[config.mk]
export PLATFORM = sky130hd
export DESIGN_NAME = htw_div
export DESIGN_NICKNAME = d
export VERILOG_FILES = /design/src/rtl/hashed_timer_wheel_defines.svh /design/src/rtl/htw_div.sv
export SDC_FILE = /design/constraint.sdc
export NUM_CORES = 1
export LEC_CHECK = 0
export ABC_AREA = 1
export BUFFER_PORTS_ARGS = -buffer_cell sky130_fd_sc_hd__clkbuf_2
export CAP_MARGIN = 25
export CELL_PAD_IN_SITES_DETAIL_PLACEMENT = 1
export CELL_PAD_IN_SITES_GLOBAL_PLACEMENT = 1
export CORE_MARGIN = 3
export CORE_UTILIZATION = 44
export CTS_BUF_LIST = sky130_fd_sc_hd__clkbuf_8
export CTS_CLUSTER_DIAMETER = 100
export DETAILED_ROUTE_END_ITERATION = 12
export PLACE_DENSITY = 0.91
export SLEW_MARGIN = 10
export SYNTH_ARGS = -nofsm -noshare
export SYNTH_HDL_FRONTEND = slang
export SYNTH_SLANG_ARGS = --single-unit
export TNS_END_PERCENT = 30
[constraint.sdc]
create_clock -name clk -period 4.09 [get_ports clk]
set_input_delay 0.409 -clock clk [delete_from_list [all_inputs] [get_ports clk]]
set_output_delay 0.409 -clock clk [all_outputs]
set_load 0.01 [all_outputs]
[src/rtl/hashed_timer_wheel_defines.svh]
`ifndef HASHED_TIMER_WHEEL_DEFINES_SVH
`define HASHED_TIMER_WHEEL_DEFINES_SVH

// Same-cycle implication, sampled on clk, off during reset.
`define HTW_ASSERT_NOW(lbl, ante, cons, msg) \
	lbl: assert property (@(posedge clk) disable iff (!arst_n) (ante) |-> (cons)) \
		else $error(msg);

// Next-cycle implication, sampled on clk, off during reset.
`define HTW_ASSERT_NEXT(lbl, ante, cons, msg) \
	lbl: assert property (@(posedge clk) disable iff (!arst_n) (ante) |=> (cons)) \
		else $error(msg);

`endif

[src/rtl/htw_div.sv]
`timescale 1ns / 1ps
`default_nettype none
module htw_div #(
	parameter int W = 21
) (
	input  wire logic         clk,
	input  wire logic         arst_n,
	input  wire logic         start,
	input  wire logic [W-1:0] dividend,
	input  wire logic [W-1:0] divisor,
	output logic              done,
	output logic      [W-1:0] quot,
	output logic      [W-1:0] rem
);

	localparam int CNT_W = $clog2(W + 1);

	logic [CNT_W-1:0] cnt_q;
	logic             run_q;
	logic             done_q;
	logic [W-1:0]     quot_q;
	logic [W-1:0]     rem_q;
	logic [W-1:0]     dvs_q;
	logic [W:0]       trial;
	logic [W:0]       diff;
	logic             ge;

	always_comb begin
		trial = {rem_q, quot_q[W-1]};
		diff  = trial - {1'b0, dvs_q};
		ge    = trial >= {1'b0, dvs_q};
	end

	always_ff @(posedge clk or negedge arst_n) begin
		if (!arst_n) begin
			cnt_q  <= '0;
			run_q  <= 1'b0;
			done_q <= 1'b0;
		end else if (start) begin
			cnt_q  <= CNT_W'(W);
			run_q  <= 1'b1;
			done_q <= 1'b0;
		end else if (run_q) begin
			cnt_q <= cnt_q - CNT_W'(1);
			if (cnt_q == CNT_W'(1)) begin
				run_q  <= 1'b0;
				done_q <= 1'b1;
			end
		end else begin
			done_q <= 1'b0;
		end
	end

	// one quotient bit per cycle, restoring
	always_ff @(posedge clk) begin
		if (start) begin
			quot_q <= dividend;
			rem_q  <= '0;
			dvs_q  <= divisor;
		end else if (run_q) begin
			rem_q  <= ge ? diff[W-1:0] : trial[W-1:0];
			quot_q <= {quot_q[W-2:0], ge};
		end
	end

	assign done = done_q;
	assign quot = quot_q;
	assign rem  = rem_q;

endmodule
`default_nettype wire

==> impl_metrics.yaml, run 1 <==
detailed_routing:
  avgViaCountPerCell: 5.081
  drc: 0
  totalWireLength_um: 12960
  drtIter0Drc: 114
  first_pass_iters: 4
  vias: 4187
  wl_per_cell_um: 15.73
  final_antenna_net_count: 0
logic_synthesis:
  synthMostInstantiatedCell: "nand2_1"
  async_flop_share_pct: 10.00
  ys_seq_area_share_pct: 42.12
  avgSynthCellArea_um2: 7.322
  synthesis.area_um2: 4408
  synthTopCellsByArea: "edfxtp_1, nand2_1, dfxtp_1"
  ys_top_cells_by_count: "nand2_1, inv_1, nand3_1"
  yosysTopAreaCell: "edfxtp_1"
  synth-main-ff-cell: "edfxtp_1"
  netlist.area_leader.share_pct: 28.61
  synth_nets: 671
  synthCells: 602
  ys_ff_latch: 70
  synth-edff-count: 42
  yosysWarnings: 0
  yosysUniqueCellTypes: 35
floorplan:
  coreArea_um2: 9503
  initial_core_util_pct: 46.39
  num_rows: 35
  die-area_um2: 11260
  ioPinCount: 88
  dieHeight_um: 106.1
  dieWidth_um: 106.1
sta:
  drv_slew: 0
  tightest_slew_ps: 765.9
  max_freq_ghz: 0.3889
  finalCritPeriodShare_pct: 62.88
  setup_ws_ps: 1518
  rsz0062_at_grt: "no"
  slew_headroom_pct: 48.82
  setup_viol: 0
  finalClockSkew_ps: 13.09
  tns_ps: 0
  period_minus_slack_ps: 2572
  hold_viol_final: 0
worst_setup_path:
  worstSetupPathType: "flip-flop to flip-flop"
  path_cells: "ha_1, nand2_2, nor2_2, and2_4, nand2_1, nand2_2, nor2_4, nand2_4, nand2_1, nand3_1, o21ai_1"
  start_kind: "flip-flop"
  critPathArrivalTime_ps: 2850
  r2r_cells: 11
  cp_slowest_cell: "nor2_4"
  crit_end: "rem[10]$_SDFFE_PP0P_"
  slowest_delay_ps: 590
  critPathLaunch: "rem[13]$_SDFFE_PP0P_"
  worst_setup_path_end_kind: "flip-flop"
  worst-path-max-fanout: 24
  rr_endpoint: "rem[10]$_SDFFE_PP0P_"
  required_ps: 4370
  ff2ff_setup_slack_ps: 1520
  rr_startpoint: "rem[13]$_SDFFE_PP0P_"
power:
  p_switching_mw: 1.534
  pwr-share-seq_pct: 31.0
  pwr-share-clk_pct: 15.9
  power.leakage_nw: 2.786
  p_per_area_nw_per_um2: 635.4
  p_sw_share_pct: 46.97
  comb_power_share_pct: 53.2
  ir_drop_uv: 265.6
  p_int_mw: 1.732
global_routing:
  antenna_found_initial: 0
  grt_pass1_wl_um: 21890
  grt_max_degree: 30
  overflow: 0
  first_global_vias: 4542
  gr-usage-all-layers_pct: 24.13
cells_and_area:
  multiInputGateArea_um2: 2063
  diodes: 0
  syn_to_final_growth_pct: 16.61
  finalNetCount: 759
  n_fill_cell: 1267
  regArea_um2: 1857
  drive_gt1_share_pct: 18.13
clock_network:
  cts_buffers: 9
  cts_tree: "yes"
  cts-root-buf: "clkbuf_8"
  cts_sinks: 70
  cts_htree_levels: 3
  cts_resized: 0
  clkLatencyLatePin_ps: 350
  clockBufferDepth: 2
  clkTransAtPathRegs_ps: 90
placed_design:
  gp_congestion: 0.9042
  place_ws_ps: 1562
  place_hpwl_um: 9813
  portBuffers: 87
flow_run:
  maxCapViolCount: 0
status:
  status: "complete, no violations"
min_path:
  hold_path_class: "primary input to flip-flop"
==> worst max-delay path, delay by kind of cell, from the launching register on <==
family | cells | cell delay (ps)
AO/OA/AOI/OAI | 1 | 90
adder cells (fa/ha/maj) | 1 | 400
flip-flops | 1 | 350
AND/OR/NAND/NOR | 9 | 1640
==> worst min path at each step <==
stage,endpoint,cells past startpoint,from,slack (ps)
floorplan,cnt_q[0]$_DFFE_PN0P_,0,arst_n,110
global placement,cnt_q[3]$_DFFE_PN0P_,1,arst_n,250
detailed placement,done$_DFFE_PN0P_,1,arst_n,260
CTS,dvs_q[4]$_DFFE_PP_,1,divisor[4],210
global route,dvs_q[3]$_DFFE_PP_,1,divisor[3],200
finish,dvs_q[3]$_DFFE_PP_,1,divisor[3],220
==> state kept, by name, summed over array words and instances (netlist names) <==
signal,cells
dvs_q,21
quot,21
rem,21
cnt_q,5
done,1
run_q,1
==> routing by layer <==
metal  share of wire, %  global-route usage [%]  vias to the layer above  wire, um
met5                  0                       0                        -         0
met1                 43                   28.47                     1998      5589
met4                1.9                   8.233                        0       243
li1                   -                       -                     2074         -
met3                4.4                   4.432                       20       575
met2                 51                   43.90                       95      6554
==> timing repair <==
action / 4_1_cts / 5_1_grt
setup endpoints to repair: 0 / 0
buffers inserted: 0 / 0
endpoints found under the hold margin: 7 / 0
hold buffers: 1 / 0
==> through the flow <==
step / std cells / total power, mW / instance area, um2 / hold slack [ps] / utilization, %
3_5_place_dp: 806 / 2.743 / 4946 / 256.9 / 52.05
3_3_place_gp: 805 / 2.655 / 4918 / 249.6 / 51.76
6_report: 824 / 3.266 / 5140 / 224.0 / 54.09
5_1_grt: 824 / 3.562 / 5140 / 201.6 / 54.09
2_1_floorplan: 602 / 2.294 / 4408 / 113.4 / -
4_1_cts: 823 / 3.276 / 5129 / 210.9 / 53.97
==> layout make-up <==
type / instances / area share [%]
clock buffer: 9 / 2.410
timing repair buffer: 92 / 9.713
multi-input combinational: 414 / 40.14
clock inverter: 7 / 0.9494
tap: 129 / 3.140
sequential: 70 / 36.12
inverter: 103 / 7.522
==> logic make-up (layout without fill, tap and decap cells) <==
| logic type | Yosys count | after routing | share of synthesized area (%) |
|---|---|---|---|
| AND/OR/NAND/NOR | 350 | 350 | 34.26 |
| AO/OA/AOI/OAI | 32 | 32 | 3.917 |
| adder cells (fa/ha/maj) | 24 | 24 | 6.983 |
| XOR/XNOR | 8 | 8 | 1.590 |
| buffers and inverters | 118 | 211 | 11.13 |
| flip-flops | 70 | 70 | 42.12 |
==> cell usage in the layout, fill, tap and decap left out, types with 3 or more instances in the layout <==
cell / count
nand3b_1: 8
nand3_1: 59
inv_2: 3
nand2_1: 225
dfrtp_1: 7
clkinvlp_4: 3
o21ai_0: 3
nand3_2: 3
clkbuf_2: 87
edfxtp_1: 42
ha_1: 23
nor3_1: 6
clkbuf_8: 9
dfxtp_1: 21
nor2_2: 3
o21ai_1: 10
nand2_2: 5
xnor2_1: 7
a21oi_1: 13
nand4_1: 4
inv_1: 100
nor2_1: 30
==> power groups by stage <==
stage / combinational [mW] / sequential, mW / clock (mW)
3_3_place_gp: 1.64 / 1.02 / 0
3_5_place_dp: 1.72 / 1.03 / 0
2_1_floorplan: 1.24 / 1.06 / 0
4_1_cts: 1.74 / 1.01 / 0.523
6_report: 1.74 / 1.01 / 0.518
5_1_grt: 1.97 / 1.04 / 0.558
(Power assumes the default switching activity.)
==> run 2: changes to the inputs <==
Settings changed: ABC_AREA 1 to 0, CORE_UTILIZATION 44 to 39, PLACE_DENSITY 0.91 to 0.82.
Clock period 4.09 ns to 2.3 ns, I/O delays scaled along.
==> impl_metrics.yaml, run 2 <==
cells_and_area:
  finalNetCount: 640
  drive_gt1_share_pct: 50.35
  diodes: 0
  syn_to_final_growth_pct: 48.63
  final_cell_mix: "buf_4, clkbuf_2, edfxtp_1"
  final_common_cell: "buf_4"
  n_fill_cell: 1087
min_path:
  holdPathStages: 1
  min_from: "divisor[14]"
  hold_path_end: "dvs_q[14]$_DFFE_PP_"
  hold_path_class: "primary input to flip-flop"
logic_synthesis:
  ys_ff_latch: 70
  ys_top_cells_by_count: "edfxtp_1, nand2_1, inv_1"
  netlist.area_leader.share_pct: 31.71
  synthSimpleGateAreaFrac_pct: 12.17
  async_flop_share_pct: 10.00
  synth_top_family_by_area: "compound AO/OA/AOI/OAI gates"
  yosysTopAreaCell: "edfxtp_1"
  avgSynthCellArea_um2: 10.52
  synthAdderAreaFrac_pct: 7.738
  synthTopCellsByArea: "edfxtp_1, dfxtp_1, ha_1"
  synthesis.area_um2: 3978
  yosysWarnings: 0
  muxShareOfSynthArea_pct: 7.801
  synthMostInstantiatedCell: "edfxtp_1"
  ys_seq_area_share_pct: 46.68
  synth-main-ff-cell: "edfxtp_1"
  synthCells: 378
  synth-compound-area-share_pct: 18.12
  synth_nets: 447
  synth_xor_xnor_area_share_pct: 2.863
  synth-edff-count: 42
  yosysUniqueCellTypes: 62
worst_setup_path:
  rr_startpoint: "dvs_q[10]$_DFFE_PP_"
  worst_setup_path_end_kind: "flip-flop"
  required_ps: 2570
  worstSetupPathType: "flip-flop to flip-flop"
  ff2ff_setup_slack_ps: -400
  start_kind: "flip-flop"
  rr_endpoint: "rem[3]$_SDFFE_PP0P_"
  r2r_cells: 11
  worst-path-max-fanout: 6
  critPathArrivalTime_ps: 2970
detailed_routing:
  final_antenna_net_count: 0
  drtIter0Drc: 243
  totalWireLength_um: 16340
  drc: 0
  wl_per_cell_um: 23.04
  vias: 4092
  avgViaCountPerCell: 5.772
  first_pass_iters: 5
floorplan:
  dieHeight_um: 107.0
  num_rows: 36
  ioPinCount: 88
  die-area_um2: 11450
  coreArea_um2: 9864
  initial_core_util_pct: 40.32
  dieWidth_um: 107.0
clock_network:
  cts_sinks: 70
  clkTransAtPathRegs_ps: 90
  cts_tree: "yes"
  cts_buffers: 9
  cts-root-buf: "clkbuf_8"
  clockBufferDepth: 2
  clkLatencyLatePin_ps: 390
  cts_htree_levels: 3
sta:
  drv_slew: 0
  period_minus_slack_ps: 2700
  rsz0062_at_grt: "yes"
  setup_ws_ps: -400.0
  slew_headroom_pct: 42.45
  max_freq_ghz: 0.3704
  hold_viol_final: 0
  finalCritPeriodShare_pct: 117.4
  finalClockSkew_ps: 23.69
  setup_viol: 22
  tns_ps: -6145
  tightest_slew_ps: 862.3
  whs_ps: 16.36
global_routing:
  grt_max_degree: 39
  grt_pass1_wl_um: 22940
  first_global_vias: 4185
  overflow: 0
  gr-usage-all-layers_pct: 26.38
  antenna_found_initial: 0
placed_design:
  gp_congestion: 0.8371
  portBuffers: 87
  place_hpwl_um: 9746
power:
  ir_drop_uv: 595.1
  p_per_area_nw_per_um2: 1249
  power.leakage_nw: 2.732
  p_total_mw: 7.384
flow_run:
  maxCapViolCount: 0
status:
  violations: "negative setup slack"
  status: "finished, violations left"
==> run 2: changes by cell type after synthesis, moves of 6 or more <==
| cell | change |
|---|---|
| a311oi_1 | +11 |
| o21ai_0 | +8 |
| a21o_1 | +12 |
| nand3_1 | -52 |
| mux2_2 | +24 |
| a211oi_1 | +6 |
| inv_1 | -71 |
| nand2_1 | -187 |
| nor2_1 | -9 |
| o21ai_1 | -9 |
| nand2b_1 | +6 |
| nand3b_1 | -8 |
==> run 2: how the worst max path moves through the flow <==
stage,endpoint,start
floorplan,quot[0]$_DFFE_PP_,quot[20]$_DFFE_PP_
global placement,rem[5]$_SDFFE_PP0P_,dvs_q[11]$_DFFE_PP_
detailed placement,rem[16]$_SDFFE_PP0P_,quot[20]$_DFFE_PP_
CTS,rem[5]$_SDFFE_PP0P_,dvs_q[0]$_DFFE_PP_
global route,rem[19]$_SDFFE_PP0P_,dvs_q[10]$_DFFE_PP_
finish,rem[3]$_SDFFE_PP0P_,dvs_q[10]$_DFFE_PP_
==> run 2: layer usage <==
metal / part of all wire [%] / vias up / GRT usage, % / routed length, um
li1: - / 1791 / - / -
met1: 38 / 2012 / 31.14 / 6180
met2: 52 / 223 / 46.40 / 8436
met3: 5.7 / 66 / 5.298 / 931
met4: 4.8 / 0 / 11.42 / 787
met5: 0 / - / 0 / 0
==> run 2: timing repair <==
action                     CTS  global route
gates cloned                 1             0
resized for setup           36            30
setup endpoints to repair   22            22
hold buffers                 1             0
hold endpoints to repair     7             0
buffers inserted            14            10
pin swaps                   21            18
==> run 2: where the power goes <==
group | total (mW) | leakage (nW) | switching (mW) | internal, mW
clock network | 1.03 | 0.0855 | 0.530 | 0.500
registers | 1.79 | 0.680 | 0.193 | 1.59
logic | 4.57 | 1.97 | 2.45 | 2.12
==> run 2: cell families (layout without fill, tap and decap cells) <==
kind of cell,after synthesis,in the layout
compound gates,99,99
simple gates,99,100
flops,70,70
buf+inv,45,242
mux,28,28
fa+ha+maj,24,24
xor+xnor,13,13
==> run 2: final cells by class <==
type / count / area (um2) / share of cell area, %
timing repair buffer: 197 / 1291 / 21.84
sequential: 70 / 1857 / 31.41
inverter: 29 / 111.4 / 1.884
clock inverter: 7 / 72.57 / 1.228
tap: 133 / 166.4 / 2.815
multi-input combinational: 264 / 2290 / 38.73
clock buffer: 9 / 123.9 / 2.095
==> run 2: stage by stage <==
| step | utilization, % | cell area (um2) | cells | setup WS, ps |
|---|---|---|---|---|
| after floorplan | - | 4009 | 378 | -186.7 |
| after global routing | 59.93 | 5912 | 709 | -513.7 |
| after CTS | 57.78 | 5699 | 700 | -192.4 |
| after detailed placement | 52.63 | 5191 | 669 | -476.5 |
| final | 59.93 | 5912 | 709 | -400.0 |
| after global placement | 52.63 | 5191 | 669 | -354.3 |
==> run 2: worst max-delay path, stage by stage (launching register included) <==
cell      delay, ps
edfxtp_1        380
inv_1            70
ha_1            270
buf_4           170
and2_1          190
a221o_1         370
a21oi_2         200
a21bo_4         180
and2_4          190
buf_8           140
nand2_1          70
a311oi_1        350
==> run 3: changes to the inputs <==
Settings changed: ABC_AREA 0 to 1, CORE_UTILIZATION 39 to 41, PLACE_DENSITY 0.82 to 0.86.
Clock period 2.3 ns to 2.6 ns, I/O delays scaled along.
==> impl_metrics.yaml, run 3 (synthesis results as in run 1) <==
placed_design:
  place_hpwl_um: 9474
  gp_congestion: 0.9299
  portBuffers: 87
sta:
  tns_ps: 0
  hold_viol_final: 0
  finalClockSkew_ps: 8.370
  rsz0062_at_grt: "no"
  max_freq_ghz: 0.4286
  whs_ps: 68.65
  period_minus_slack_ps: 2333
  tightest_slew_ps: 712.3
  slew_headroom_pct: 52.46
  finalCritPeriodShare_pct: 89.74
  setup_viol: 0
  drv_slew: 0
clock_network:
  cts_htree_levels: 3
  clkLatencyLatePin_ps: 360
  cts_buffers: 9
  clockBufferDepth: 2
  cts-root-buf: "clkbuf_8"
  cts_tree: "yes"
  cts_sinks: 70
  post_cts_buffers: 0
  clkTransAtPathRegs_ps: 80
power:
  p_int_mw: 2.892
  p_sw_share_pct: 45.16
  pwr-share-clk_pct: 17.6
  power.leakage_nw: 2.789
  comb_power_share_pct: 52.3
  p_per_area_nw_per_um2: 1016
  p_switching_mw: 2.381
  ir_drop_uv: 342.1
  pwr-share-seq_pct: 30.2
global_routing:
  first_global_vias: 4336
  grt_pass1_wl_um: 20180
  overflow: 0
  gr-usage-all-layers_pct: 21.57
  antenna_found_initial: 0
  grt_max_degree: 34
cells_and_area:
  drive_gt1_share_pct: 18.36
  n_fill_cell: 1350
  final_common_cell: "nand2_1"
  finalNetCount: 761
  final_util_pct: 50.05
  diodes: 0
  syn_to_final_growth_pct: 17.74
  final_cell_mix: "nand2_1, inv_1, clkbuf_2"
detailed_routing:
  totalWireLength_um: 12250
  vias: 4142
  first_pass_iters: 4
  drtIter0Drc: 125
  wl_per_cell_um: 14.71
  drc: 0
  final_antenna_net_count: 0
  avgViaCountPerCell: 4.972
worst_setup_path:
  slowest_delay_ps: 440
  path_cells: "inv_1, ha_1, inv_1, fa_1, nand3_1, nand3_2, nand2_1, nand2_2, nand2_8, nand2_8, nand2_1, nand3_1, o21ai_1"
  cp_top_family: "simple AND/OR/NAND/NOR gates"
  worstSetupPathType: "flip-flop to flip-flop"
  worst_setup_path_end_kind: "flip-flop"
  required_ps: 2890
  ff2ff_setup_slack_ps: 270
  crit_buf_inv: 2
  start_kind: "flip-flop"
  worst-path-max-fanout: 24
  critPathArrivalTime_ps: 2620
  cp_slowest_cell: "fa_1"
floorplan:
  die-area_um2: 12030
  dieHeight_um: 109.7
  num_rows: 37
  dieWidth_um: 109.7
  coreArea_um2: 10370
  initial_core_util_pct: 42.51
  ioPinCount: 88
flow_run:
  maxCapViolCount: 0
status:
  status: "complete, no violations"
min_path:
  hold_path_class: "primary input to flip-flop"
run 3: cell count changes in the layout (fill, tap and decap cells not counted), moves of 7 or more:
cell	before	now
nand2_1	29	225
o21ai_1	3	10
a21o_1	12	0
nand3b_1	0	8
nand3_1	6	59
inv_1	27	100
mux2_2	24	0
buf_4	105	6
ha_1	16	23
nor2_1	22	31
run 3: cell type report:
cell class,count,area (um2),share of cell area (%)
Timing Repair Buffer,94,490.5,9.450
Tap cell,136,170.2,3.279
Multi-Input combinational cell,414,2078,40.04
Clock inverter,6,70.07,1.350
Inverter,103,386.6,7.449
Sequential cell,70,1857,35.78
Clock buffer,10,137.6,2.652
run 3: what timing repair did:
item,4_1_cts,5_1_grt
hold buffers,1,0
resized for setup,0,2
hold endpoints to repair,7,0
setup endpoints to repair,0,20
run 3: power by group through the flow:
stage          logic (mW)  clock network (mW)  registers [mW]
4_1_cts              2.74               0.964            1.59
5_1_grt              3.15                1.01            1.63
2_1_floorplan        1.95                   0            1.66
3_3_place_gp         2.61                   0            1.60
6_report             2.76               0.928            1.59
3_5_place_dp         2.72                   0            1.61
run 3: stage by stage:
| stage | area, um2 | cells | total power [mW] | setup slack [ps] |
|---|---|---|---|---|
| 3_5_place_dp | 4955 | 816 | 4.330 | 110.0 |
| 6_report | 5190 | 833 | 5.274 | 266.7 |
| 4_1_cts | 5172 | 833 | 5.293 | 81.25 |
| 5_1_grt | 5190 | 833 | 5.784 | 25.22 |
| 2_1_floorplan | 4408 | 602 | 3.609 | 551.6 |
| 3_3_place_gp | 4955 | 816 | 4.210 | 314.0 |
run 3: routing by layer:
layer,vias to the layer above,track usage [%],routed length (um)
li1,2071,-,-
met1,1965,25.57,5342
met2,87,37.93,6130
met3,19,4.874,541
met4,0,8.192,238
met5,-,0,0
run 3: final timing paths:
kind / startpoint / end / cells after the start
worst min-delay path: divisor[0] / dvs_q[0]$_DFFE_PP_ / 1
worst max register to register: quot[20]$_DFFE_PP_ / rem[7]$_SDFFE_PP0P_ / 13
worst max-delay path: quot[20]$_DFFE_PP_ / rem[7]$_SDFFE_PP0P_ / 13
worst min register to register: rem[20]$_SDFFE_PP0P_ / rem[20]$_SDFFE_PP0P_ / 2
max in group asynchronous: arst_n / cnt_q[2]$_DFFE_PN0P_ / 2
min in group asynchronous: arst_n / done$_DFFE_PN0P_ / 2
run 3: worst reg2reg max path, stage by stage (launching register included):
cell,delay (ps)
edfxtp_1,390
inv_1,100
ha_1,160
inv_1,70
fa_1,440
nand3_1,130
nand3_2,100
nand2_1,110
nand2_2,110
nand2_8,200
nand2_8,170
nand2_1,100
nand3_1,60
o21ai_1,100
