`config.mk`:
```
export PLATFORM = sky130hd
export DESIGN_NAME = htw_ram
export DESIGN_NICKNAME = d
export VERILOG_FILES = /design/src/rtl/hashed_timer_wheel_defines.svh /design/src/rtl/htw_ram.sv
export SDC_FILE = /design/constraint.sdc
export NUM_CORES = 1
export LEC_CHECK = 0
export ABC_AREA = 1
export BUFFER_PORTS_ARGS = -buffer_cell sky130_fd_sc_hd__buf_2
export CAP_MARGIN = 20
export CELL_PAD_IN_SITES_DETAIL_PLACEMENT = 1
export CELL_PAD_IN_SITES_GLOBAL_PLACEMENT = 1
export CORE_ASPECT_RATIO = 1.2
export CORE_MARGIN = 4
export CORE_UTILIZATION = 54
export DETAILED_ROUTE_END_ITERATION = 8
export PLACE_DENSITY_LB_ADDON = 0.08
export REMOVE_ABC_BUFFERS = 1
export SYNTH_ARGS = -nofsm -noshare
export SYNTH_HDL_FRONTEND = slang
export SYNTH_SLANG_ARGS = --single-unit
export TNS_END_PERCENT = 50
```
`constraint.sdc`:
```
create_clock -name clk -period 1.65 [get_ports clk]
set_input_delay 0.0825 -clock clk [delete_from_list [all_inputs] [get_ports clk]]
set_output_delay 0.0825 -clock clk [all_outputs]
set_load 0.02 [all_outputs]
```
`src/rtl/hashed_timer_wheel_defines.svh`:
```
`ifndef HASHED_TIMER_WHEEL_DEFINES_SVH
`define HASHED_TIMER_WHEEL_DEFINES_SVH

// Same-cycle implication, sampled on clk, off during reset.
`define HTW_ASSERT_NOW(lbl, ante, cons, msg) \
	lbl: assert property (@(posedge clk) disable iff (!arst_n) (ante) |-> (cons)) \
		else $error(msg);

// Next-cycle implication, sampled on clk, off during reset.
`define HTW_ASSERT_NEXT(lbl, ante, cons, msg) \
	lbl: assert property (@(posedge clk) disable iff (!arst_n) (ante) |=> (cons)) \
		else $error(msg);

`endif

```
`src/rtl/htw_ram.sv`:
```
`timescale 1ns / 1ps
`default_nettype none
module htw_ram #(
	parameter int WIDTH = 8,
	parameter int DEPTH = 32
) (
	input  wire logic                     clk,
	input  wire logic                     we,
	input  wire logic [$clog2(DEPTH)-1:0] waddr,
	input  wire logic [WIDTH-1:0]         wdata,
	input  wire logic [$clog2(DEPTH)-1:0] raddr,
	output logic      [WIDTH-1:0]         rdata
);

	logic [WIDTH-1:0] mem [DEPTH];

	always_ff @(posedge clk) begin
		if (we) begin
			mem[waddr] <= wdata;
		end
		rdata <= mem[raddr];
	end

endmodule
`default_nettype wire

```
==> out/results.md, run 1 <==
* **outcome** finished clean
* **Tightest Hold Check Type** in -> reg
* **floorplan die area** 0.0223 mm^2
* **data required time at the worst endpoint** 2.07 ns
* **Max-Slew Margin vs Limit** 49.1%
* **post-synthesis sequential element count** 264
* **Critical-path top delay cell** sky130_fd_sc_hd__edfxtp_1
* **leak pwr** 4.64 nW
* **maximum fanout along the worst path** 1
* **number of H-tree levels** 1
* **category of the worst setup path capture point** flop
* **instance area at placement** 0.0114 mm^2
* **timing-limited maximum frequency** 767 MHz
* **worst voltage drop across the vdd grid** 0.889 mV
* **unique cell type count in the Yosys netlist** 12
* **placer's final routability congestion estimate** 0.794
* **accumulated negative setup slack** 0 ns
* **number of antenna violations at the first check in global routing** 1
* **routed length per instance** 23.7 um
* **via count** 7326
* **CTS tree** yes
* **half-perimeter wire length of the detailed placement result** 17.5 mm
* **final setup margin** 0.346 ns
* **detailed-route DRC error count** 0
* **commonest cells after routing, fill and taps aside** sky130_fd_sc_hd__nand2_1, sky130_fd_sc_hd__edfxtp_1, sky130_fd_sc_hd__nand3_1
* **critical path data arrival time** 1.72 ns
* **number of primary I/O pins** 28
* **placement-stage worst setup slack** 0.164 ns
* **GRT Total Usage** 27.8%
* **number of nets in the finished design** 999
* **share of post-route cells with drive strength above 1** 12.2%
* **global-route wire length before repair** 46.4 mm
* **overflow left after global routing** 0
* **total wire length** 29.8 mm
* **number of global-route vias before repair** 8017
* **initial standard-cell utilization of the core** 55.0%
* **sequential element share of the synthesized area** 72.8%
* **Syn Std Cell Area** 0.0108 mm^2
* **number of buffers inserted by port buffering** 27
* **slew of the pin with the lowest slew margin** 0.764 ns
* **largest cells by area after synthesis** sky130_fd_sc_hd__edfxtp_1, sky130_fd_sc_hd__nand2_1, sky130_fd_sc_hd__nand3_1
* **number of resized instances in the post-cts repair step** 0
* **clk root buf** sky130_fd_sc_hd__clkbuf_16
* **setup repair after global routing missed its margin** false
* **Clock Sink Count** 264
* **number of DRC markers in iteration 0** 739
* **pwr/cell area** 1190 mW/mm^2
* **Core ar.** 0.0196 mm^2
* **synth-to-layout area growth** 13.8%
* **WHS** 0.00570 ns
* **fraction of post-synthesis cell area in the top cell type by area** 71.3%
* **most common cell after layout, fill and taps aside** sky130_fd_sc_hd__nand2_1
* **Final ANT Viol Nets** 0
* **number of standard-cell rows in the floorplan** 56
* **crit path time final** 1.30 ns
* **library cell with the largest summed area after synthesis** sky130_fd_sc_hd__edfxtp_1
* **final count of hold timing violations** 0
* **Final Cycle Share** 79.0%
* **Syn Area/Cell** 11.7 um^2
* **drt via density** 5.81
* **Worst-path clk slew** 0.06 ns
* **Mapped Cells** 922
* **Detailed Routing Iterations Pass 1** 5
* **die extent in y** 163 um
* **total non-filler cell area in the finished layout** 0.0123 mm^2
* **n_diodes** 0
* **Skew-Pair Late Insertion Delay** 0.53 ns
* **max incr delay on CP** 0.37 ns
* **YS warnings** 0
* **CP Launch Type** flop
* **clock skew** 0.0158 ns
* **die width** 137 um
* **pin count of the biggest net entering global routing** 71
* **cell-by-cell trace of the critical path** nand2_1 -> nand3_1 -> nand3_1 -> nand2_1 -> nand2_1 -> nand2_1 -> nand2_1 -> nand2_1
* **final-report setup violation count** 0
* **Worst Setup Path Type** reg -> reg
* **cell occurring most often along the worst timing path** sky130_fd_sc_hd__nand2_1
* **clock buffer count from CTS** 26
* **largest buffer count on any clock path** 3
* **max-cap check violation count** 0
* **total count of max-transition violations in the final report** 0
[path summary, 6_finish.rpt]
path | from | endpoint | slack, ns | cells after the start
setup / recovery | mem[31][6] | rdata[6] | 0.35 | 8
hold / removal | wdata[6] | mem[14][6] | 0.006 | 2
setup reg to reg | mem[31][6] | rdata[6] | 0.35 | 8
hold reg to reg | mem[10][4] | rdata[4] | 0.78 | 8
[layout make-up]
type / count / area (um^2)
Timing Repair Buffer: 81 / 686
Inverter: 10 / 38.8
Tap cell: 261 / 327
Clock inverter: 15 / 151
Clock buffer: 33 / 728
Multi-Input combinational cell: 596 / 2490
Sequential cell: 264 / 7850
Fill cell: 2008 / 7350
[state kept, by name, indices dropped and copies added, names as in the netlist]
| name | cells |
|---|---|
| mem | 256 |
| rdata | 8 |
[critical path: cells and delay by family, from the launching register on]
kind             cells  cell delay [ns]
flip-flops           1             0.37
AND/OR/NAND/NOR      8             0.81
[cells by family after synthesis]
logic type	Yosys count	share of synthesized area (%)
DFF	264	72.8
and+or+nand+nor	596	23.1
buffers and inverters	62	4.14
[through the flow]
| stage | utilization, % | power (mW) | cells |
|---|---|---|---|
| after detailed placement | 58.0 | 8.60 | 1210 |
| after CTS | 62.5 | 14.6 | 1260 |
| final | 62.5 | 14.6 | 1260 |
| after global placement | 58.0 | 8.55 | 1210 |
| after global routing | 62.5 | 15.0 | 1260 |
| after floorplan | - | 8.04 | 870 |
[per-layer routing]
metal,track usage [%],share of wire (%),vias to the layer above
li1,-,-,3307
met5,0,0.044,-
met2,48.8,52,265
met1,36.8,40,3700
met4,7.17,2.2,2
met3,3.74,6.4,52
[power by group]
part           internal, mW  switching (mW)
sequential             7.45          0.0363
clock                  3.59            2.49
combinational         0.275           0.719
total                  11.3            3.25
[synth_stat cells]
cell,number
sky130_fd_sc_hd__clkbuf_1,7
sky130_fd_sc_hd__dfxtp_1,8
sky130_fd_sc_hd__nand2_1,360
sky130_fd_sc_hd__inv_2,2
sky130_fd_sc_hd__nand3_1,204
sky130_fd_sc_hd__nor2_1,32
sky130_fd_sc_hd__buf_6,24
sky130_fd_sc_hd__buf_4,4
sky130_fd_sc_hd__inv_1,8
sky130_fd_sc_hd__edfxtp_1,256
sky130_fd_sc_hd__buf_1,2
sky130_fd_sc_hd__buf_2,15
[timing repair]
action / CTS / global route
buffers inserted: 0 / 0
endpoints found under the hold margin: 40 / 0
hold buffers: 2 / 0
Note: power is estimated with default switching activity, not from simulation.
==> inputs of run 2 (changes only) <==
--- a/config.mk
+++ b/config.mk
@@ -12,7 +12,7 @@
 export CELL_PAD_IN_SITES_GLOBAL_PLACEMENT = 1
 export CORE_ASPECT_RATIO = 1.2
 export CORE_MARGIN = 4
-export CORE_UTILIZATION = 54
+export CORE_UTILIZATION = 46
 export DETAILED_ROUTE_END_ITERATION = 8
 export PLACE_DENSITY_LB_ADDON = 0.08
 export REMOVE_ABC_BUFFERS = 1
==> constraint.sdc (replaced) <==
create_clock -name clk -period 1.16 [get_ports clk]
set_input_delay 0.058 -clock clk [delete_from_list [all_inputs] [get_ports clk]]
set_output_delay 0.058 -clock clk [all_outputs]
set_load 0.02 [all_outputs]
==> out/results.md, run 2 (synthesis results as in run 1) <==
* **slew of the pin with the lowest slew margin** 0.749 ns, -0.0143 ns
* **worst voltage drop across the vdd grid** 1.35 mV, +52%
* **final count of hold timing violations** 0, unchanged
* **number of antenna violations at the first check in global routing** 0, -1
* **routed length per instance** 21.2 um, -11%
* **CTS tree** yes
* **largest buffer count on any clock path** 3, unchanged
* **total area of multi-input combinational cells** 0.00269 mm^2, +7.8%
* **clk root buf** sky130_fd_sc_hd__clkbuf_16
* **pwr/cell area** 1620 mW/mm^2, +36%
* **floorplan die area** 0.0260 mm^2, +16%
* **timing-limited maximum frequency** 892 MHz, +16%
* **cell-by-cell trace of the critical path** nand2_1 -> nand3_1 -> nand3_2 -> nand2_2 -> nand2_2 -> nand2_1 -> nand2_1 -> nand2_1
* **total buffers and inverters traversed by the critical path** 0, unchanged
* **Detailed Routing Iterations Pass 1** 5, unchanged
* **Max-Slew Margin vs Limit** 50.0%, +0.95 points
* **max-cap check violation count** 0, unchanged
* **area of all sequential standard cells** 0.00785 mm^2, unchanged
* **outcome** finished clean
* **worst reg2reg path depth** 8, unchanged
* **global-route wire length before repair** 44.2 mm, -4.7%
* **Final ANT Viol Nets** 0, unchanged
* **placer's final routability congestion estimate** 0.779, -2.0%
* **number of H-tree levels** 1, unchanged
* **leak pwr** 4.78 nW, +3.1%
* **drt via density** 5.36, -7.8%
* **setup repair after global routing missed its margin** true
* **number of primary I/O pins** 28, unchanged
* **pin count of the biggest net entering global routing** 51, -28%
* **data required time at the worst endpoint** 1.58 ns, -0.49 ns
* **max incr delay on CP** 0.38 ns, about the same
* **Core ar.** 0.0231 mm^2, +18%
* **largest register by flop count** mem
* **number of global-route vias before repair** 7734, -3.5%
* **Critical-path top delay cell** sky130_fd_sc_hd__edfxtp_1
* **GRT Total Usage** 22.2%, -5.7 points
* **count of fill cells added during filler insertion** 2450, +22%
* **number of buffers inserted by port buffering** 27, unchanged
* **Clock Sink Count** 264, unchanged
* **final-report setup violation count** 0, unchanged
* **Regs by FF count** mem (256), rdata (8)
* **crit path time final** 1.12 ns, -0.184 ns
* **Worst Setup Path Type** reg -> reg
* **number of standard-cell rows in the floorplan** 61, +8.9%
* **number of nets in the finished design** 1018, +1.9%
* **worst hold path cell count** 1, -1
* **Skew-Pair Late Insertion Delay** 0.53 ns, about the same
* **Final Cycle Share** 96.6%, +18 points
* **via count** 7144, -2.5%
* **commonest cells after routing, fill and taps aside** sky130_fd_sc_hd__nand2_1, sky130_fd_sc_hd__edfxtp_1, sky130_fd_sc_hd__nand3_1
* **number of logic stages on the critical path including buffering** 8, unchanged
* **half-perimeter wire length of the detailed placement result** 18.1 mm, +3.3%
* **total wire length** 28.2 mm, -5.4%
* **die width** 148 um, +7.9%
* **Worst path top cell family by delay** simple AND/OR/NAND/NOR gates
* **category of the worst setup path capture point** flop
* **Worst-path clk slew** 0.06 ns, about the same
* **Tightest Hold Check Type** in -> reg
* **clock buffer count from CTS** 27, +3.8%
* **critical path data arrival time** 1.54 ns, -0.18 ns
* **synth-to-layout area growth** 17.5%
* **most common cell after layout, fill and taps aside** sky130_fd_sc_hd__nand2_1
* **initial standard-cell utilization of the core** 46.6%, -8.3 points
* **number of DRC markers in iteration 0** 455, -38%
* **max FFs per register** 256, unchanged
* **overflow left after global routing** 0, unchanged
* **cell occurring most often along the worst timing path** sky130_fd_sc_hd__nand2_1
* **CP Launch Type** flop
* **number of setup buffers added after CTS** 0, unchanged
* **WHS** 0.110 ns, +0.104 ns
* **die extent in y** 176 um, +7.9%
* **detailed-route DRC error count** 0, unchanged
* **maximum fanout along the worst path** 1, unchanged
* **total power consumption of the routed design** 20.5 mW, +41%
* **share of post-route cells with drive strength above 1** 18.5%, +6.3 points
* **clock skew** 0.0110 ns, -0.00482 ns
* **n_diodes** 0, unchanged
* **total count of max-transition violations in the final report** 0, unchanged
## run 2: cell count changes in the layout (fill, tap and decap cells not counted), sizes merged
cell         delta
dlygate4sd3     -1
clkinv          +2
buf            +19
clkinvlp        +2
clkbuf          -3
inv             -1
## run 2: path summary, 6_finish.rpt
| kind | start | endpoint | slack, ns |
|---|---|---|---|
| worst max-delay path | mem[25][7] | rdata[7] | 0.04 |
| worst min register to register | mem[6][0] | rdata[0] | 0.80 |
| worst max register to register | mem[25][7] | rdata[7] | 0.04 |
| worst min-delay path | wdata[1] | mem[26][1] | 0.11 |
## run 2: what timing repair did
item / 4_1_cts / 5_1_grt
resized for setup: 10 / 41
setup endpoints to repair: 6 / 9
pin swaps: 3 / 33
hold buffers: 1 / 0
endpoints found under the hold margin: 8 / 0
## run 2: worst reg2reg max path, delay by kind of cell, from the launching register on
| kind | cells | cell delay (ns) |
|---|---|---|
| simple gates | 8 | 0.62 |
| flops | 1 | 0.38 |
## run 2: stage by stage
stage          util, %  setup WS, ns  TNS, ns  cell area (um^2)  instances
4_1_cts           54.1      0.000403        0             12500       1332
6_report          54.8        0.0395        0             12700       1332
2_1_floorplan        -        -0.451    -3.57             10400        870
3_3_place_gp      50.2        -0.187    -1.92             11600       1283
5_1_grt           54.8       -0.0421   -0.249             12700       1332
3_5_place_dp      50.2        -0.234    -3.46             11600       1283
## run 2: power by group
| group | internal [mW] | total (mW) | switching (mW) |
|---|---|---|---|
| sequential | 10.6 | 10.6 | 0.0451 |
| combinational | 0.470 | 1.51 | 1.04 |
| clock | 4.90 | 8.36 | 3.46 |
## run 2: layout make-up
type | instances | share of cell area [%]
flip-flops and latches | 264 | 61.9
clock buffers | 30 | 5.42
clock inverters | 18 | 1.30
multi-input cells | 596 | 21.2
repair buffers | 99 | 6.77
inverters | 10 | 0.306
well taps | 315 | 3.11
## run 2: metal layers
| layer | vias up | track usage [%] | wire [um] |
|---|---|---|---|
| met5 | - | 0 | 0 |
| met4 | 0 | 4.86 | 418 |
| met3 | 36 | 2.55 | 1000 |
| met2 | 134 | 39.0 | 14300 |
| met1 | 3622 | 29.8 | 12400 |
| li1 | 3352 | - | - |
==> inputs of run 3 (changes only) <==
--- a/config.mk
+++ b/config.mk
@@ -12,10 +12,9 @@
 export CELL_PAD_IN_SITES_GLOBAL_PLACEMENT = 1
 export CORE_ASPECT_RATIO = 1.2
 export CORE_MARGIN = 4
-export CORE_UTILIZATION = 46
+export CORE_UTILIZATION = 54
 export DETAILED_ROUTE_END_ITERATION = 8
 export PLACE_DENSITY_LB_ADDON = 0.08
-export REMOVE_ABC_BUFFERS = 1
 export SYNTH_ARGS = -nofsm -noshare
 export SYNTH_HDL_FRONTEND = slang
 export SYNTH_SLANG_ARGS = --single-unit
==> constraint.sdc (replaced) <==
create_clock -name clk -period 1.4 [get_ports clk]
set_input_delay 0.07 -clock clk [delete_from_list [all_inputs] [get_ports clk]]
set_output_delay 0.07 -clock clk [all_outputs]
set_load 0.02 [all_outputs]
==> out/results.md, run 3 (synthesis results as in run 1) <==
* **clk root buf** sky130_fd_sc_hd__clkbuf_16
* **die extent in y** 163 um, -7.4%
* **detailed-route DRC error count** 0, unchanged
* **number of H-tree levels** 1, unchanged
* **number of DRC markers in iteration 0** 677, +49%
* **setup repair after global routing missed its margin** false
* **Worst Setup Path Type** reg -> reg
* **placer's final routability congestion estimate** 0.812, +4.2%
* **largest register by flop count** mem
* **initial standard-cell utilization of the core** 55.0%, +8.3 points
* **accumulated negative setup slack** 0 ns, unchanged
* **number of primary I/O pins** 28, unchanged
* **Clock Sink Count** 264, unchanged
* **cell-by-cell trace of the critical path** nand2_1 -> nand3_1 -> nand3_1 -> nand2_1 -> nand2_1 -> nand2_1 -> nand2_1 -> nand2_1
* **Critical-path top delay cell** sky130_fd_sc_hd__edfxtp_1
* **n_diodes** 0, unchanged
* **total count of max-transition violations in the final report** 0, unchanged
* **hold-fix buffers at CTS** 6, +5
* **cell occurring most often along the worst timing path** sky130_fd_sc_hd__nand2_1
* **min-delay src** wdata[2]
* **clock buffer count from CTS** 26, -3.7%
* **Final Cycle Share** 86.3%, -10 points
* **Detailed Routing Iterations Pass 1** 5, unchanged
* **placement-stage worst setup slack** -0.0178 ns, +0.216 ns
* **GRT Total Usage** 27.5%, +5.4 points
* **total non-filler cell area in the finished layout** 0.0125 mm^2, -1.6%
* **final core utilization** 63.6%, +8.8 points
* **number of buffers inserted by port buffering** 27, unchanged
* **Tightest Hold Check Type** in -> reg
* **number of antenna violations at the first check in global routing** 0, unchanged
* **Worst-path clk slew** 0.07 ns, about the same
* **drt via density** 5.73, +6.9%
* **pin count of the biggest net entering global routing** 71, +39%
* **half-perimeter wire length of the detailed placement result** 18.1 mm, +0.38%
* **outcome** finished clean
* **max FFs per register** 256, unchanged
* **timing-limited maximum frequency** 828 MHz, -7.2%
* **global-route wire length before repair** 45.7 mm, +3.5%
* **worst reg2reg path depth** 8, unchanged
* **via count** 7300, +2.2%
* **final setup margin** 0.192 ns, +0.152 ns
* **final-report setup violation count** 0, unchanged
* **share of post-route cells with drive strength above 1** 12.8%, -5.6 points
* **CP Launch Type** flop
* **Core ar.** 0.0196 mm^2, -15%
* **Final ANT Viol Nets** 0, unchanged
* **reg2reg start** mem[24][0]
* **worst min-delay path endpoint** mem[9][2]
* **critical path data arrival time** 1.63 ns, +0.09 ns
* **CTS tree** yes
* **max incr delay on CP** 0.39 ns, about the same
* **leak pwr** 4.74 nW, -1.0%
* **synth-to-layout area growth** 15.7%
* **category of the worst setup path capture point** flop
* **total buffers and inverters traversed by the critical path** 0, unchanged
* **RR Endpoint** rdata[0]
* **die width** 137 um, -7.3%
* **largest buffer count on any clock path** 3, unchanged
* **number of global-route vias before repair** 7993, +3.3%
* **floorplan die area** 0.0223 mm^2, -14%
* **number of setup buffers added after CTS** 0, unchanged
* **Max-Slew Margin vs Limit** 58.8%, +8.7 points
* **data required time at the worst endpoint** 1.83 ns, +0.25 ns
* **worst voltage drop across the vdd grid** 1.07 mV, -21%
* **total wire length** 29.5 mm, +4.7%
* **instance area at placement** 0.0115 mm^2, -0.69%
* **max-cap check violation count** 0, unchanged
* **Regs by FF count** mem (256), rdata (8)
* **pwr/cell area** 1380 mW/mm^2, -15%
* **clock skew** 0.00931 ns, -0.00165 ns
* **crit path time final** 1.21 ns, +0.0875 ns
* **number of resized instances in the post-cts repair step** 0, -10
* **worst hold path cell count** 2, +1
* **final count of hold timing violations** 0, unchanged
* **commonest cells after routing, fill and taps aside** sky130_fd_sc_hd__nand2_1, sky130_fd_sc_hd__edfxtp_1, sky130_fd_sc_hd__nand3_1
* **maximum fanout along the worst path** 1, unchanged
* **synthesized netlist net count** 942
* **number of nets in the finished design** 1012, -0.59%
* **Skew-Pair Late Insertion Delay** 0.53 ns, about the same
* **setup slack, reg-to-reg** 0.19 ns, +0.15 ns
* **Worst path top cell family by delay** simple AND/OR/NAND/NOR gates
* **most common cell after layout, fill and taps aside** sky130_fd_sc_hd__nand2_1
* **routed length per instance** 23.2 um, +9.6%
* **number of standard-cell rows in the floorplan** 56, -8.2%
* **overflow left after global routing** 0, unchanged
* **slew of the pin with the lowest slew margin** 0.618 ns, -0.131 ns
[run 3: changes by cell type in the layout (fill, tap and decap cells not counted), moves of 2 or more]
cell | before | now
sky130_fd_sc_hd__nand3_1 | 177 | 204
sky130_fd_sc_hd__nand3_2 | 27 | 0
sky130_fd_sc_hd__nand2_1 | 338 | 360
sky130_fd_sc_hd__dlygate4sd3_1 | 1 | 6
sky130_fd_sc_hd__buf_4 | 59 | 43
sky130_fd_sc_hd__clkbuf_8 | 0 | 3
sky130_fd_sc_hd__nand2_2 | 21 | 0
sky130_fd_sc_hd__clkinvlp_4 | 3 | 1
sky130_fd_sc_hd__buf_12 | 14 | 19
[run 3: how the worst max path moves through the flow]
stage	slack [ns]	cells after the start	from	to
CTS	0.17	8	mem[9][2]	rdata[2]
global placement	0.02	10	raddr[1]	rdata[2]
detailed placement	-0.02	10	raddr[1]	rdata[2]
floorplan	0.30	3	waddr[0]	mem[0][0]
global route	0.07	8	mem[9][2]	rdata[2]
finish	0.19	8	mem[24][0]	rdata[0]
[run 3: area by class of cell]
class                   count  area [um^2]
repair buffers             94          893
clock inverters            15          150
inverters                  10         38.8
fillers                  1988         7140
multi-input cells         596         2490
clock buffers              33          728
well taps                 261          327
flip-flops and latches    264         7850
[run 3: power by group]
group	total (mW)	switching, mW	internal, mW
logic	1.24	0.859	0.381
clock network	7.14	2.92	4.22
registers	8.82	0.0418	8.78
total	17.2	3.82	13.4
[run 3: stage by stage]
step	total power, mW	hold WS [ns]	std cells
6_report	17.2	0.0928	1273
2_1_floorplan	9.64	0.169	922
3_3_place_gp	10.1	0.455	1219
4_1_cts	17.3	0.0940	1273
5_1_grt	17.8	0.0938	1273
3_5_place_dp	10.2	0.458	1219
[run 3: metal layers]
metal | track usage [%] | vias to the layer above | part of all wire, %
met5 | 0 | - | 0
met4 | 8.71 | 0 | 2.9
met3 | 3.71 | 62 | 5.8
met2 | 47.5 | 243 | 52
met1 | 36.3 | 3660 | 40
li1 | - | 3335 | -
